`src/nrd_pkg.sv`:
```
// Package for the nibble RLE dictionary decoder.
// Result type, opcode and dictionary type codes, count limits. No dependencies.
`timescale 1ns / 1ps
`default_nettype none
package nrd_pkg;

  localparam int NIB_W   = 4;
  localparam int LEN_W   = 9;
  localparam int CNT_W   = 17;
  localparam int DICT_W  = 64;

  localparam logic [CNT_W-1:0] COUNT_MAX = 17'h1FFFF;

  localparam logic [NIB_W-1:0] OP_LONG_ZERO = 4'd0;
  localparam logic [NIB_W-1:0] OP_LIT1      = 4'd1;
  localparam logic [NIB_W-1:0] OP_LIT_DBL   = 4'd2;
  localparam logic [NIB_W-1:0] OP_LIT2      = 4'd3;
  localparam logic [NIB_W-1:0] OP_LIT3      = 4'd4;
  localparam logic [NIB_W-1:0] OP_VAL_RUN   = 4'd5;
  localparam logic [NIB_W-1:0] OP_ZERO_RUN  = 4'd6;
  localparam logic [NIB_W-1:0] OP_DICT_BASE = 4'd7;
  localparam logic [NIB_W-1:0] OP_END       = 4'd15;

  localparam logic [NIB_W-1:0] DT_SINGLE = 4'h1;
  localparam logic [NIB_W-1:0] DT_DOUBLE = 4'h2;
  localparam logic [NIB_W-1:0] DT_ZRUN   = 4'h6;

  localparam logic [LEN_W-1:0] LONG_BIAS  = 9'd19;
  localparam logic [LEN_W-1:0] SHORT_BIAS = 9'd3;

  typedef struct packed {
    logic [NIB_W-1:0] run_value;
    logic [LEN_W-1:0] run_length;
    logic             is_end;
    logic [CNT_W-1:0] end_value;
  } nrd_result_t;

endpackage
`default_nettype wire

```
`src/nibble_rle_dictionary_decoder_core.sv`:
```
// A result is registered: it appears in the cycle after the nibble that completes it is accepted.
// Throughput: one nibble per cycle; input stalls only while a held result is stalled
// downstream (single result register).
// Reset: synchronous active-low rst_n clears decoder state, dictionary and output valid.
// The decoder state also clears itself after each end request.
`timescale 1ns / 1ps
`default_nettype none
module nibble_rle_dictionary_decoder_core #(
  parameter int OVERFLOW_LIMIT = 8192
) (
  input  wire logic        clk,
  input  wire logic        rst_n,
  input  wire logic        in_valid,
  output logic             in_stall,
  input  wire logic [3:0]  in_code_nibble,
  output logic             out_valid,
  input  wire logic        out_stall,
  output logic [3:0]       out_run_value,
  output logic [8:0]       out_run_length,
  output logic             out_is_end,
  output logic [16:0]      out_end_value,
  input  wire logic        cfg_valid,
  output logic             cfg_ready,
  input  wire logic [63:0] cfg_data
);
  import nrd_pkg::*;

  logic [DICT_W-1:0] dict_r;
  logic              accept;
  logic              res_valid;
  logic              busy;
  nrd_result_t       res;
  nrd_result_t       out_data;

  assign cfg_ready = 1'b1;

  always_ff @(posedge clk) begin
    if (!rst_n) begin
      dict_r <= '0;
    end else if (cfg_valid && cfg_ready) begin
      dict_r <= cfg_data;
    end
  end

  assign in_stall = busy;
  assign accept   = in_valid & ~busy;

  nrd_decode #(
    .OVERFLOW_LIMIT(OVERFLOW_LIMIT)
  ) u_decode (
    .clk       (clk),
    .rst_n     (rst_n),
    .accept    (accept),
    .nibble    (in_code_nibble),
    .dict      (dict_r),
    .res_valid (res_valid),
    .res       (res)
  );

  nrd_out_reg u_out (
    .clk       (clk),
    .rst_n     (rst_n),
    .load      (accept & res_valid),
    .load_data (res),
    .out_stall (out_stall),
    .out_valid (out_valid),
    .busy      (busy),
    .out_data  (out_data)
  );

  assign out_run_value  = out_data.run_value;
  assign out_run_length = out_data.run_length;
  assign out_is_end     = out_data.is_end;
  assign out_end_value  = out_data.end_value;

endmodule
`default_nettype wire

```
`src/nrd_decode.sv`:
```
// Opcode/operand state machine: decodes accepted nibbles into run or end results.
// Depends on nrd_pkg.
`timescale 1ns / 1ps
`default_nettype none
module nrd_decode #(
  parameter int OVERFLOW_LIMIT = 8192
) (
  input  wire logic                      clk,
  input  wire logic                      rst_n,
  input  wire logic                      accept,
  input  wire logic [3:0]                nibble,
  input  wire logic [63:0]               dict,
  output logic                           res_valid,
  output nrd_pkg::nrd_result_t           res
);
  import nrd_pkg::*;

  typedef enum logic [2:0] {
    PH_OPCODE, PH_LONG_HI, PH_LONG_LO, PH_LITERAL,
    PH_DOUBLE, PH_VRUN_VAL, PH_VRUN_CNT, PH_ZRUN_CNT
  } phase_t;

  localparam logic [CNT_W:0] LIMIT = (CNT_W+1)'(OVERFLOW_LIMIT);

  phase_t           phase_r, phase_nxt;
  logic [1:0]       pend_r, pend_nxt;
  logic [3:0]       held_r, held_nxt;
  logic [3:0]       chigh_r, chigh_nxt;
  logic [CNT_W-1:0] count_r, count_nxt;

  logic             emit;
  logic             end_item;
  logic [3:0]       emit_value;
  logic [LEN_W-1:0] emit_len;
  logic [2:0]       dict_k;
  logic [7:0]       entry;
  logic [CNT_W:0]   count_sum;
  logic [CNT_W:0]   bytes_ext;
  logic [CNT_W:0]   end_sum;
  logic [CNT_W-1:0] end_val;

  assign dict_k = 3'(nibble - OP_DICT_BASE);
  assign entry  = dict[{dict_k, 3'b000} +: 8];

  always_comb begin
    phase_nxt  = phase_r;
    pend_nxt   = pend_r;
    held_nxt   = held_r;
    chigh_nxt  = chigh_r;
    emit       = 1'b0;
    end_item   = 1'b0;
    emit_value = '0;
    emit_len   = '0;
    unique case (phase_r)
      PH_LONG_HI: begin
        chigh_nxt = nibble;
        phase_nxt = PH_LONG_LO;
      end
      PH_LONG_LO: begin
        phase_nxt = PH_OPCODE;
        emit      = 1'b1;
        emit_len  = {1'b0, chigh_r, nibble} + LONG_BIAS;
      end
      PH_LITERAL: begin
        if (pend_r == 2'd0) begin
          phase_nxt = PH_OPCODE;
        end else begin
          pend_nxt = pend_r - 2'd1;
        end
        emit       = 1'b1;
        emit_value = nibble;
        emit_len   = 9'd1;
      end
      PH_DOUBLE: begin
        phase_nxt  = PH_OPCODE;
        emit       = 1'b1;
        emit_value = nibble;
        emit_len   = 9'd2;
      end
      PH_VRUN_VAL: begin
        held_nxt  = nibble;
        phase_nxt = PH_VRUN_CNT;
      end
      PH_VRUN_CNT: begin
        phase_nxt  = PH_OPCODE;
        emit       = 1'b1;
        emit_value = held_r;
        emit_len   = 9'(nibble) + SHORT_BIAS;
      end
      PH_ZRUN_CNT: begin
        phase_nxt = PH_OPCODE;
        emit      = 1'b1;
        emit_len  = 9'(nibble) + SHORT_BIAS;
      end
      PH_OPCODE: begin
        unique case (nibble)
          OP_LONG_ZERO: phase_nxt = PH_LONG_HI;
          OP_LIT1: begin
            phase_nxt = PH_LITERAL;
            pend_nxt  = 2'd0;
          end
          OP_LIT_DBL: phase_nxt = PH_DOUBLE;
          OP_LIT2: begin
            phase_nxt = PH_LITERAL;
            pend_nxt  = 2'd1;
          end
          OP_LIT3: begin
            phase_nxt = PH_LITERAL;
            pend_nxt  = 2'd2;
          end
          OP_VAL_RUN:  phase_nxt = PH_VRUN_VAL;
          OP_ZERO_RUN: phase_nxt = PH_ZRUN_CNT;
          OP_END:      end_item  = 1'b1;
          default: begin
            unique case (entry[7:4])
              DT_SINGLE: begin
                emit       = 1'b1;
                emit_value = entry[3:0];
                emit_len   = 9'd1;
              end
              DT_DOUBLE: begin
                emit       = 1'b1;
                emit_value = entry[3:0];
                emit_len   = 9'd2;
              end
              DT_ZRUN: begin
                emit     = 1'b1;
                emit_len = 9'(entry[3:0]) + SHORT_BIAS;
              end
              default: emit = 1'b0;
            endcase
          end
        endcase
      end
      default: phase_nxt = PH_OPCODE;
    endcase
  end

  // saturating nibble count
  assign count_sum = {1'b0, count_r} + (CNT_W+1)'(emit_len);

  always_comb begin
    if (end_item) begin
      count_nxt = '0;
    end else if (emit) begin
      count_nxt = count_sum[CNT_W] ? COUNT_MAX : count_sum[CNT_W-1:0];
    end else begin
      count_nxt = count_r;
    end
  end

  assign bytes_ext = {2'b00, count_r[CNT_W-1:1]};
  assign end_sum   = bytes_ext + LIMIT;

  always_comb begin
    if (bytes_ext > LIMIT) begin
      end_val = end_sum[CNT_W] ? COUNT_MAX : end_sum[CNT_W-1:0];
    end else begin
      end_val = '0;
    end
  end

  assign res_valid = emit | end_item;

  always_comb begin
    res            = '0;
    res.run_value  = emit_value;
    res.run_length = emit_len;
    res.is_end     = end_item;
    res.end_value  = end_item ? end_val : '0;
  end

  always_ff @(posedge clk) begin
    if (!rst_n) begin
      phase_r <= PH_OPCODE;
      pend_r  <= '0;
      held_r  <= '0;
      chigh_r <= '0;
      count_r <= '0;
    end else if (accept) begin
      if (end_item) begin
        phase_r <= PH_OPCODE;
        pend_r  <= '0;
        held_r  <= '0;
        chigh_r <= '0;
      end else begin
        phase_r <= phase_nxt;
        pend_r  <= pend_nxt;
        held_r  <= held_nxt;
        chigh_r <= chigh_nxt;
      end
      count_r <= count_nxt;
    end
  end

`ifndef SYNTHESIS
  a_end_clears: assert property (@(posedge clk) disable iff (!rst_n)
    accept && end_item |=> phase_r == PH_OPCODE && count_r == '0 && pend_r == '0)
    else $error("decoder state not cleared after end request");

  a_end_shape: assert property (@(posedge clk) disable iff (!rst_n)
    end_item |-> !emit && res.run_length == '0 && res.run_value == '0)
    else $error("end result carries run data");

  a_run_nonzero: assert property (@(posedge clk) disable iff (!rst_n)
    emit |-> res.run_length != '0 && res.end_value == '0)
    else $error("run result with zero length or end value");

  a_count_mono: assert property (@(posedge clk) disable iff (!rst_n)
    accept && !end_item |=> count_r >= $past(count_r))
    else $error("nibble count decreased");
`endif

endmodule
`default_nettype wire

```
`src/nrd_out_reg.sv`:
```
// Result register between decoder and downstream consumer, with stall handling.
// Depends on nrd_pkg.
`timescale 1ns / 1ps
`default_nettype none
module nrd_out_reg (
  input  wire logic                 clk,
  input  wire logic                 rst_n,
  input  wire logic                 load,
  input  nrd_pkg::nrd_result_t      load_data,
  input  wire logic                 out_stall,
  output logic                      out_valid,
  output logic                      busy,
  output nrd_pkg::nrd_result_t      out_data
);
  import nrd_pkg::*;

  logic        valid_r;
  nrd_result_t data_r;

  always_ff @(posedge clk) begin
    if (!rst_n) begin
      valid_r <= 1'b0;
    end else if (load) begin
      valid_r <= 1'b1;
    end else if (!out_stall) begin
      valid_r <= 1'b0;
    end
  end

  always_ff @(posedge clk) begin
    if (load) begin
      data_r <= load_data;
    end
  end

  assign out_valid = valid_r;
  assign busy      = valid_r & out_stall;
  assign out_data  = data_r;

endmodule
`default_nettype wire

```
`config.mk`:
```
export PLATFORM = sky130hd
export DESIGN_NAME = nibble_rle_dictionary_decoder_core
export DESIGN_NICKNAME = d
export VERILOG_FILES = /design/src/nrd_pkg.sv /design/src/nibble_rle_dictionary_decoder_core.sv /design/src/nrd_decode.sv /design/src/nrd_out_reg.sv
export SDC_FILE = /design/constraint.sdc
export NUM_CORES = 1
export LEC_CHECK = 0
export BUFFER_PORTS_ARGS = -buffer_cell sky130_fd_sc_hd__buf_4
export CAP_MARGIN = 15
export CORE_UTILIZATION = 39
export DETAILED_ROUTE_END_ITERATION = 7
export PLACE_DENSITY = 0.7
export SLEW_MARGIN = 40
export SYNTH_ARGS = -nofsm -noshare
export SYNTH_HDL_FRONTEND = slang
export SYNTH_SLANG_ARGS = --single-unit
```
`constraint.sdc`:
```
create_clock -name clk -period 12.8 [get_ports clk]
set_input_delay 1.92 -clock clk [delete_from_list [all_inputs] [get_ports clk]]
set_output_delay 1.92 -clock clk [all_outputs]
set_load 0.03 [all_outputs]
```
* Yosys cells after proc, flatten, opt, wreduce, memory -nomap -nowiden
Index checks and enable logic that the tools add are counted.
** Storage, ports and cells
- Register bits :: 126
- Input port bits :: 73
- Output and inout port bits :: 34
- Word-level logic and storage cells :: 97
** Operators by class
- Add/subtract/negate cells :: 7
- $lt $le $gt $ge :: 1
- Equality and inequality tests :: 22
- Shifts and indexed selects :: 1
- Muxes and demuxes :: 29
- Bitwise logic cells :: 5
- Reduce and logical (&&, ||, !) cells :: 21
** Operators with widths (count)
- 17-bit two-way mux :: 4
- 64-bit by 7-bit indexed part select with 8-bit output :: 1
- 9-bit one-hot mux with 5 select lines :: 1
- 3-bit one-hot mux with 5 select lines :: 2
- 9-bit one-hot mux with 3 select lines :: 1
- 4-bit two-way mux :: 6
- 17-bit by 9-bit adder with 18-bit output :: 1
- 16-bit by 14-bit adder with 17-bit output, second input constant :: 1
- 4-bit by 3-bit == test with 1-bit output, second input constant :: 4
- 16-bit by 14-bit greater-than comparator with 1-bit output, second input constant :: 1
- 3-bit == test, second input constant :: 4
- 4-bit by 2-bit == test with 1-bit output, second input constant :: 3
- 4-bit one-hot mux with 3 select lines :: 1
- 4-bit by 2-bit adder with 5-bit output, second input constant :: 2
- 8-bit by 5-bit adder with 9-bit output, second input constant :: 1
- 9-bit two-way mux :: 1
- 4-bit by 1-bit == test with 1-bit output, second input constant :: 2
- 2-bit AND reduction :: 4
- 8-bit OR reduction :: 1
- 7-bit by 2-bit != test with 1-bit output, second input constant :: 1
- 3-bit by 2-bit == test with 1-bit output, second input constant :: 2
- 1-bit two-way mux :: 6
- 3-bit two-way mux :: 2
- 2-bit one-hot mux with 3 select lines :: 1
- other kinds (25) :: 33

* Depth between registers and ports, before layout
Gate-level depths: netlist (run 1).
- Depth after elaboration :: 10
- Mapped depth :: 21
- Mapped depth without buffers :: 17

* Hierarchy
A second synthesis (run 1) with hierarchy kept.
** Unflattened totals
- Cell total of the unflattened synthesis :: 619
- Area total of the unflattened synthesis :: 6545.0 um^2
** Modules (own cells, without submodules)
- nrd_decode :: times used 1, cells an instance 375, area an instance 3103.0 um^2, seq. area each 600.6 um^2
- nibble_rle_dictionary_decoder_core :: times used 1, cells an instance 210, area an instance 2474.9 um^2, seq. area each 1281.2 um^2
- nrd_out_reg :: times used 1, cells an instance 34, area an instance 967.2 um^2, seq. area each 950.9 um^2

* Worst setup path before layout (run 1)
No wires, ideal clock.
- Path type :: input -> register
- From :: input port in_code_nibble[0]
- To :: register u_decode.count_r[16]
- Setup time :: 0.119 ns
- Arrival time :: 7.066 ns
- Required time :: 12.681 ns
- Slack :: 5.615 ns
- Stages :: 20
- Buffers on the path :: 4
- Cells stage by stage :: clkbuf_1 -> buf_1 -> inv_1 -> ha_1 -> buf_4 -> buf_1 -> mux4_2 -> mux2i_1 -> ha_1 -> nand2_1 -> a221oi_1 -> inv_1 -> ha_1 -> a211oi_1 -> nor2_1 -> a221oi_1 -> or3_1 -> and2_1 -> a41oi_1 -> o221a_1
** RTL lines
- start: declaration :: RTL line nibble_rle_dictionary_decoder_core.sv:15 : input wire logic [3:0] in_code_nibble,
- end signal: assignment :: RTL line nrd_decode.sv:192 : count_r <= count_nxt;
- end: declaration :: RTL line nrd_decode.sv:29 : logic [CNT_W-1:0] count_r, count_nxt;

==> results of run 1 <==
[how the worst max path moves through the flow]
stage,end,slack (ns),depth (start not counted)
2_1_floorplan,u_decode.count_r[16],5.62,20
3_3_place_gp,u_decode.count_r[16],5.35,17
3_5_place_dp,u_decode.count_r[16],5.45,17
4_1_cts,u_decode.count_r[16],5.83,17
5_1_grt,u_decode.count_r[16],5.51,17
6_report,u_decode.count_r[16],5.84,17
[final cells by class]
cell class                 instances  area (µm²)
clock inverter                    10        83.8
multi-input combinational        442        3410
tap                              216         270
fill                            1501        8050
inverter                          14        57.6
sequential                       126        2830
timing repair buffer             106         812
clock buffer                      22         484
[report_power, final]
group          leakage, nW  switching [mW]  total (mW)  internal, mW
Combinational         1.94          0.0907       0.163        0.0725
Sequential            1.04          0.0144       0.449         0.434
Clock                0.287           0.170       0.456         0.286
Total                 3.27           0.275        1.07         0.793
[flip-flops by register name, summed over array words and instances, names as in the netlist]
name              cells
u_decode.count_r     17
u_out.out_data       31
u_decode.held_r       4
u_decode.chigh_r      4
u_decode.phase_r      3
u_decode.pend_r       2
u_out.out_valid       1
dict_r               64
[per-layer routing]
metal / wire length [µm] / global-route usage [%] / vias to the layer above
met1: 6730 / 23.5 / 2263
met5: 0 / 0 / -
met3: 911 / 5.25 / 25
met4: 342 / 8.18 / 0
met2: 7130 / 30.8 / 146
li1: - / - / 2402
[kinds of logic after synthesis]
family / count (synthesis) / synth area share [%]
flip-flops: 126 / 44.0
adder cells (fa/ha/maj): 17 / 3.42
buffers and inverters: 50 / 3.26
XOR/XNOR: 13 / 2.06
multiplexers: 100 / 18.7
AND/OR/NAND/NOR: 209 / 17.7
AO/OA/AOI/OAI: 102 / 10.8
other: 1 / 0.0582
[metrics by stage]
stage                     hold slack, ns  util, %  worst slack, ns  instances
after floorplan                    0.435        -             5.62        618
after global placement             0.444     45.9             5.35        903
after detailed placement           0.456     46.0             5.45        903
after CTS                          0.465     49.5             5.83        935
after global routing               0.485     49.7             5.51        936
final                              0.464     49.7             5.84        936
[critical path, delay by kind of cell]
kind / cells / cell delay (ns)
buf+inv: 2 / 0.41
simple gates: 5 / 0.82
mux: 2 / 0.90
compound gates: 6 / 2.06
fa+ha+maj: 2 / 1.11
[cells in the mapped netlist, drive strengths merged, types with 13 or more instances]
cell and number:
dfxtp 95, nor2b 78, clkbuf 28, nor3 14
ha 16, o21ai 22, a21oi 20, nand2 29
mux4 16, inv 13, and2 20, nor2 35
edfxtp 31, mux2i 82
==> flow_summary.toml, run 1 <==
[global_routing]
antenna_found_initial = 0
grt_pass1_vias = 4855
grt_max_degree = 98
grt_use_total_pct = 18.9
grt_pass1_wl_um = 24300
grt_overflow_total = 0

[cts]
cts_buffers = 17
cts_max_level = 4
clockBufferDepth = 2
holdBufCountCts = 0
cts_sinks = 126
cts.repair.resized = 0
root_buffer = "clkbuf_16"
clkSlewWorstSetupHoldPaths_ns = 0.05
cts_tree = "built"
post_cts_buffers = 0
insertion_delay_ns = 0.41

[sta]
drv_slew = 0
setup-violations-final = 0
fin_crit_ns = 6.96
fin_setup_tns_ns = 0
tightest_slew_ns = 0.752
period_share_pct = 54.3
fin_worst_skew_ns = 0.00841
rsz0062_at_grt = "no"
finalHoldViolCount = 0
fmax_mhz = 144
relSlewSlack_pct = 49.9

[setup_path]
r2r_end = "u_decode.count_r[16]"
critical_path.most_common_cell = "nand2_1"
cpPeakStageDelay_ns = 0.74
reg2reg_slack_ns = 7.93
setup.worst_path.start_class = "input port"
arrival_ns = 7.25
rr_worst_depth = 14
cp_cell_sequence = "buf_4 -> inv_1 -> ha_2 -> mux4_2 -> mux2i_1 -> nand2_1 -> nor2_1 -> nand2_1 -> o41ai_1 -> ha_1 -> a21o_1 -> a221o_1 -> a221oi_1 -> or3_1 -> and2_1 -> a41oi_1 -> o221a_1"
required_ns = 13.10
end_kind = "flop"
path_class = "in2reg"
reg2reg_from = "u_decode.phase_r[0]"
crit_path_top_delay_cell = "ha_2"
startpoint = "in_code_nibble[0]"
crit_fanout = 21

[floorplanning]
die-area_um2 = 17000
die-width_um = 130
ios = 107
dieHeight_um = 130
rows = 46
start_util_pct = 40.2
core_um2 = 16000

[routing]
via_per_inst = 5.17
wl_per_cell_um = 16.1
finalWirelength_um = 15100
drc = 0
drt_first_pass_iters = 4
num_vias = 4836
drt_iter0_drc = 311
ant_nets = 0

[min_path]
holdPathEnd = "u_decode.count_r[0]"
hp-class = "reg2reg"
hp-start = "u_decode.count_r[0]"
min_delay_path_depth = 2

[power]
power.density_nw_per_um2 = 134
p_leak_nw = 3.27
total_power_mw = 1.07
peakVddDrop_mv = 0.0911

[logic_synthesis]
netlist_instances = 618
yosysSeqAreaShare_pct = 44.0
synth.top_cells.by_area = "dfxtp_1, edfxtp_1, mux2i_1"
yosys_register_bits = 126
synthArstFlopShare_pct = 0
synthesis.nets = 708
avgSynthCellArea_um2 = 10.4
ys_types = 63
yosysTopAreaCell = "dfxtp_1"
synth_edf_count = 31
ys_dominant_reg_cell = "dfxtp_1"
yosys_warnings = 0
netlist.area_leader.share_pct = 29.5
syn-cell-area_um2 = 6440

[placement]
dp_hpwl_um = 11000
port-buffer-count = 105
dpl_cell_area_um2 = 7360
place_congestion = 0.922

[layout]
final_cell_mix = "buf_4, dfxtp_1, mux2i_1"
nets = 797
design_area_um2 = 7950
layout-drive-gt1-share_pct = 23.2
n_antenna_cell = 0
layout_commonest_cell = "buf_4"
syn_to_final_growth_pct = 23.5

[job]
cap_violations = 0

[status]
status = "finished clean"
Note: power is estimated with default switching activity, not from simulation.
==> inputs of run 2 (changes only) <==
Settings changed: PLACE_DENSITY 0.7 to 0.72.
Clock period 12.8 ns to 5.7 ns, I/O delays scaled along.
==> run 2 against run 1 <==
First-iteration DRC count is 0.64% lower. Via count grew 3.1%. Flip-flop and latch count stayed put. Clock skew up 0.0012 ns. Global-route usage about the same.
==> flow_summary.toml, run 2 (synthesis gave the netlist of run 1 again) <==
[status]
status = "finished clean"

[global_routing]
antenna_found_initial = 0
grt_use_total_pct = 18.9
grt_pass1_wl_um = 24400
grt_pass1_vias = 4809
grt_overflow_total = 0
grt_max_degree = 98

[sta]
fmax_mhz = 190
fin_worst_skew_ns = 0.00957
setup_slack_ns = 0.440
period_share_pct = 92.3
setup-violations-final = 0
tightest_slew_ns = 0.788
fin_crit_ns = 5.26
finalHoldViolCount = 0
drv_slew = 0
fin_setup_tns_ns = 0
relSlewSlack_pct = 47.5
rsz0062_at_grt = "no"

[power]
peakVddDrop_mv = 0.232
power.density_nw_per_um2 = 308
p_leak_nw = 3.29

[layout]
n_antenna_cell = 0
design_area_um2 = 8000
nets = 802
layout-drive-gt1-share_pct = 22.9
final_cell_mix = "buf_4, dfxtp_1, mux2i_1"
layout_commonest_cell = "buf_4"
syn_to_final_growth_pct = 24.3
seq_area_um2 = 2830
largest_reg_flops = 64
top_register = "dict_r"
multiInputGateArea_um2 = 3400
n_fill_cell = 1508
fin_util_pct = 50.0

[cts]
clockBufferDepth = 2
cts_sinks = 126
insertion_delay_ns = 0.43
holdBufCountCts = 0
cts_max_level = 4
clkSlewWorstSetupHoldPaths_ns = 0.06
cts_tree = "built"
root_buffer = "clkbuf_16"
cts_buffers = 17
cts.repair.resized = 0
post_cts_buffers = 0

[placement]
dp_hpwl_um = 10800
dpl_cell_area_um2 = 7410
place_congestion = 0.891
pre_cts_slack_ns = 0.0516
port-buffer-count = 105

[routing]
drt_iter0_drc = 309
drc = 0
num_vias = 4984
top_layer = "met4"
route.met2.wl_um = 6910
met3WireLength_um = 919
ant_nets = 0
drt-met1-wl_um = 7090
via_per_inst = 5.30
finalWirelength_um = 15200
drt_first_pass_iters = 5
wl_per_cell_um = 16.2

[min_path]
hp-class = "reg2reg"

[setup_path]
setup.worst_path.start_class = "input port"
crit_path_top_delay_cell = "o41ai_1"
end_kind = "flop"
cp_num_buf_inv = 2
cpPeakStageDelay_ns = 0.46
critPathTopFamily = "compound AO/OA/AOI/OAI gates"
cp_cell_sequence = "buf_4 -> buf_4 -> ha_1 -> xor2_4 -> mux2i_1 -> nand2_1 -> nor2_1 -> nand2_1 -> o41ai_1 -> ha_1 -> a21o_1 -> a221o_1 -> a221oi_2 -> or3_1 -> and2_1 -> a41oi_1 -> o221a_1"
required_ns = 6.01
path_class = "in2reg"
reg2reg_slack_ns = 1.34
arrival_ns = 5.57
crit_fanout = 20

[floorplanning]
die-area_um2 = 17000
dieHeight_um = 130
core_um2 = 16000
die-width_um = 130
start_util_pct = 40.2
rows = 46
ios = 107

[job]
cap_violations = 0
## run 2: cell types whose count changed in the layout (fill, tap and decap cells not counted), moves of 2 or more
| cell | delta |
|---|---|
| bufinv_16 | +2 |
| inv_4 | -2 |
| clkinv_1 | +3 |
| clkinv_4 | +2 |
| clkinv_2 | -3 |
| buf_4 | +5 |
| clkbuf_8 | -3 |
## run 2: report_power, final
part	leakage, nW	switching (mW)	internal (mW)	total [mW]
combinational	1.97	0.207	0.167	0.374
sequential	1.04	0.0317	0.975	1.01
clock	0.282	0.395	0.693	1.09
## run 2: metal layers
metal  vias to the layer above  global-route usage (%)
met2                       208                    29.3
met5                         -                       0
li1                       2417                       -
met3                        31                    4.76
met4                         0                    8.25
met1                      2328                    24.9
## run 2: worst paths after layout
kind	from	cells after the start	to
worst max-delay path	in_code_nibble[0]	17	u_decode.count_r[16]
worst min-delay path	u_decode.count_r[0]	2	u_decode.count_r[0]
worst max register to register	dict_r[52]	14	u_decode.count_r[16]
worst min register to register	u_decode.count_r[0]	2	u_decode.count_r[0]
## run 2: cell type report
cell class | instances | area share, %
clock buffer | 20 | 5.58
clock inverter | 12 | 1.80
inverter | 14 | 0.719
multi-input combinational | 442 | 42.5
sequential | 126 | 35.4
tap | 216 | 3.38
timing repair buffer | 111 | 10.6
## run 2: per-stage QoR
step	total power [mW]	hold slack, ns	std cells
final	2.47	0.462	941
after detailed placement	1.40	0.456	909
after floorplan	1.27	0.435	618
after global placement	1.39	0.449	909
after CTS	2.48	0.464	941
after global routing	2.56	0.501	941
## run 2: worst reg2reg max path, stage by stage, from the launching register on
cell and delay (ns):
dfxtp_1 0.33, mux4_2 0.46, mux2i_1 0.36, nand2_1 0.13, nor2_1 0.17, nand2_1 0.13, o41ai_1 0.46, ha_1 0.36
a21o_1 0.21, a221o_1 0.35, a221oi_2 0.46, or3_1 0.21, and2_1 0.21, a41oi_1 0.14, o221a_1 0.28
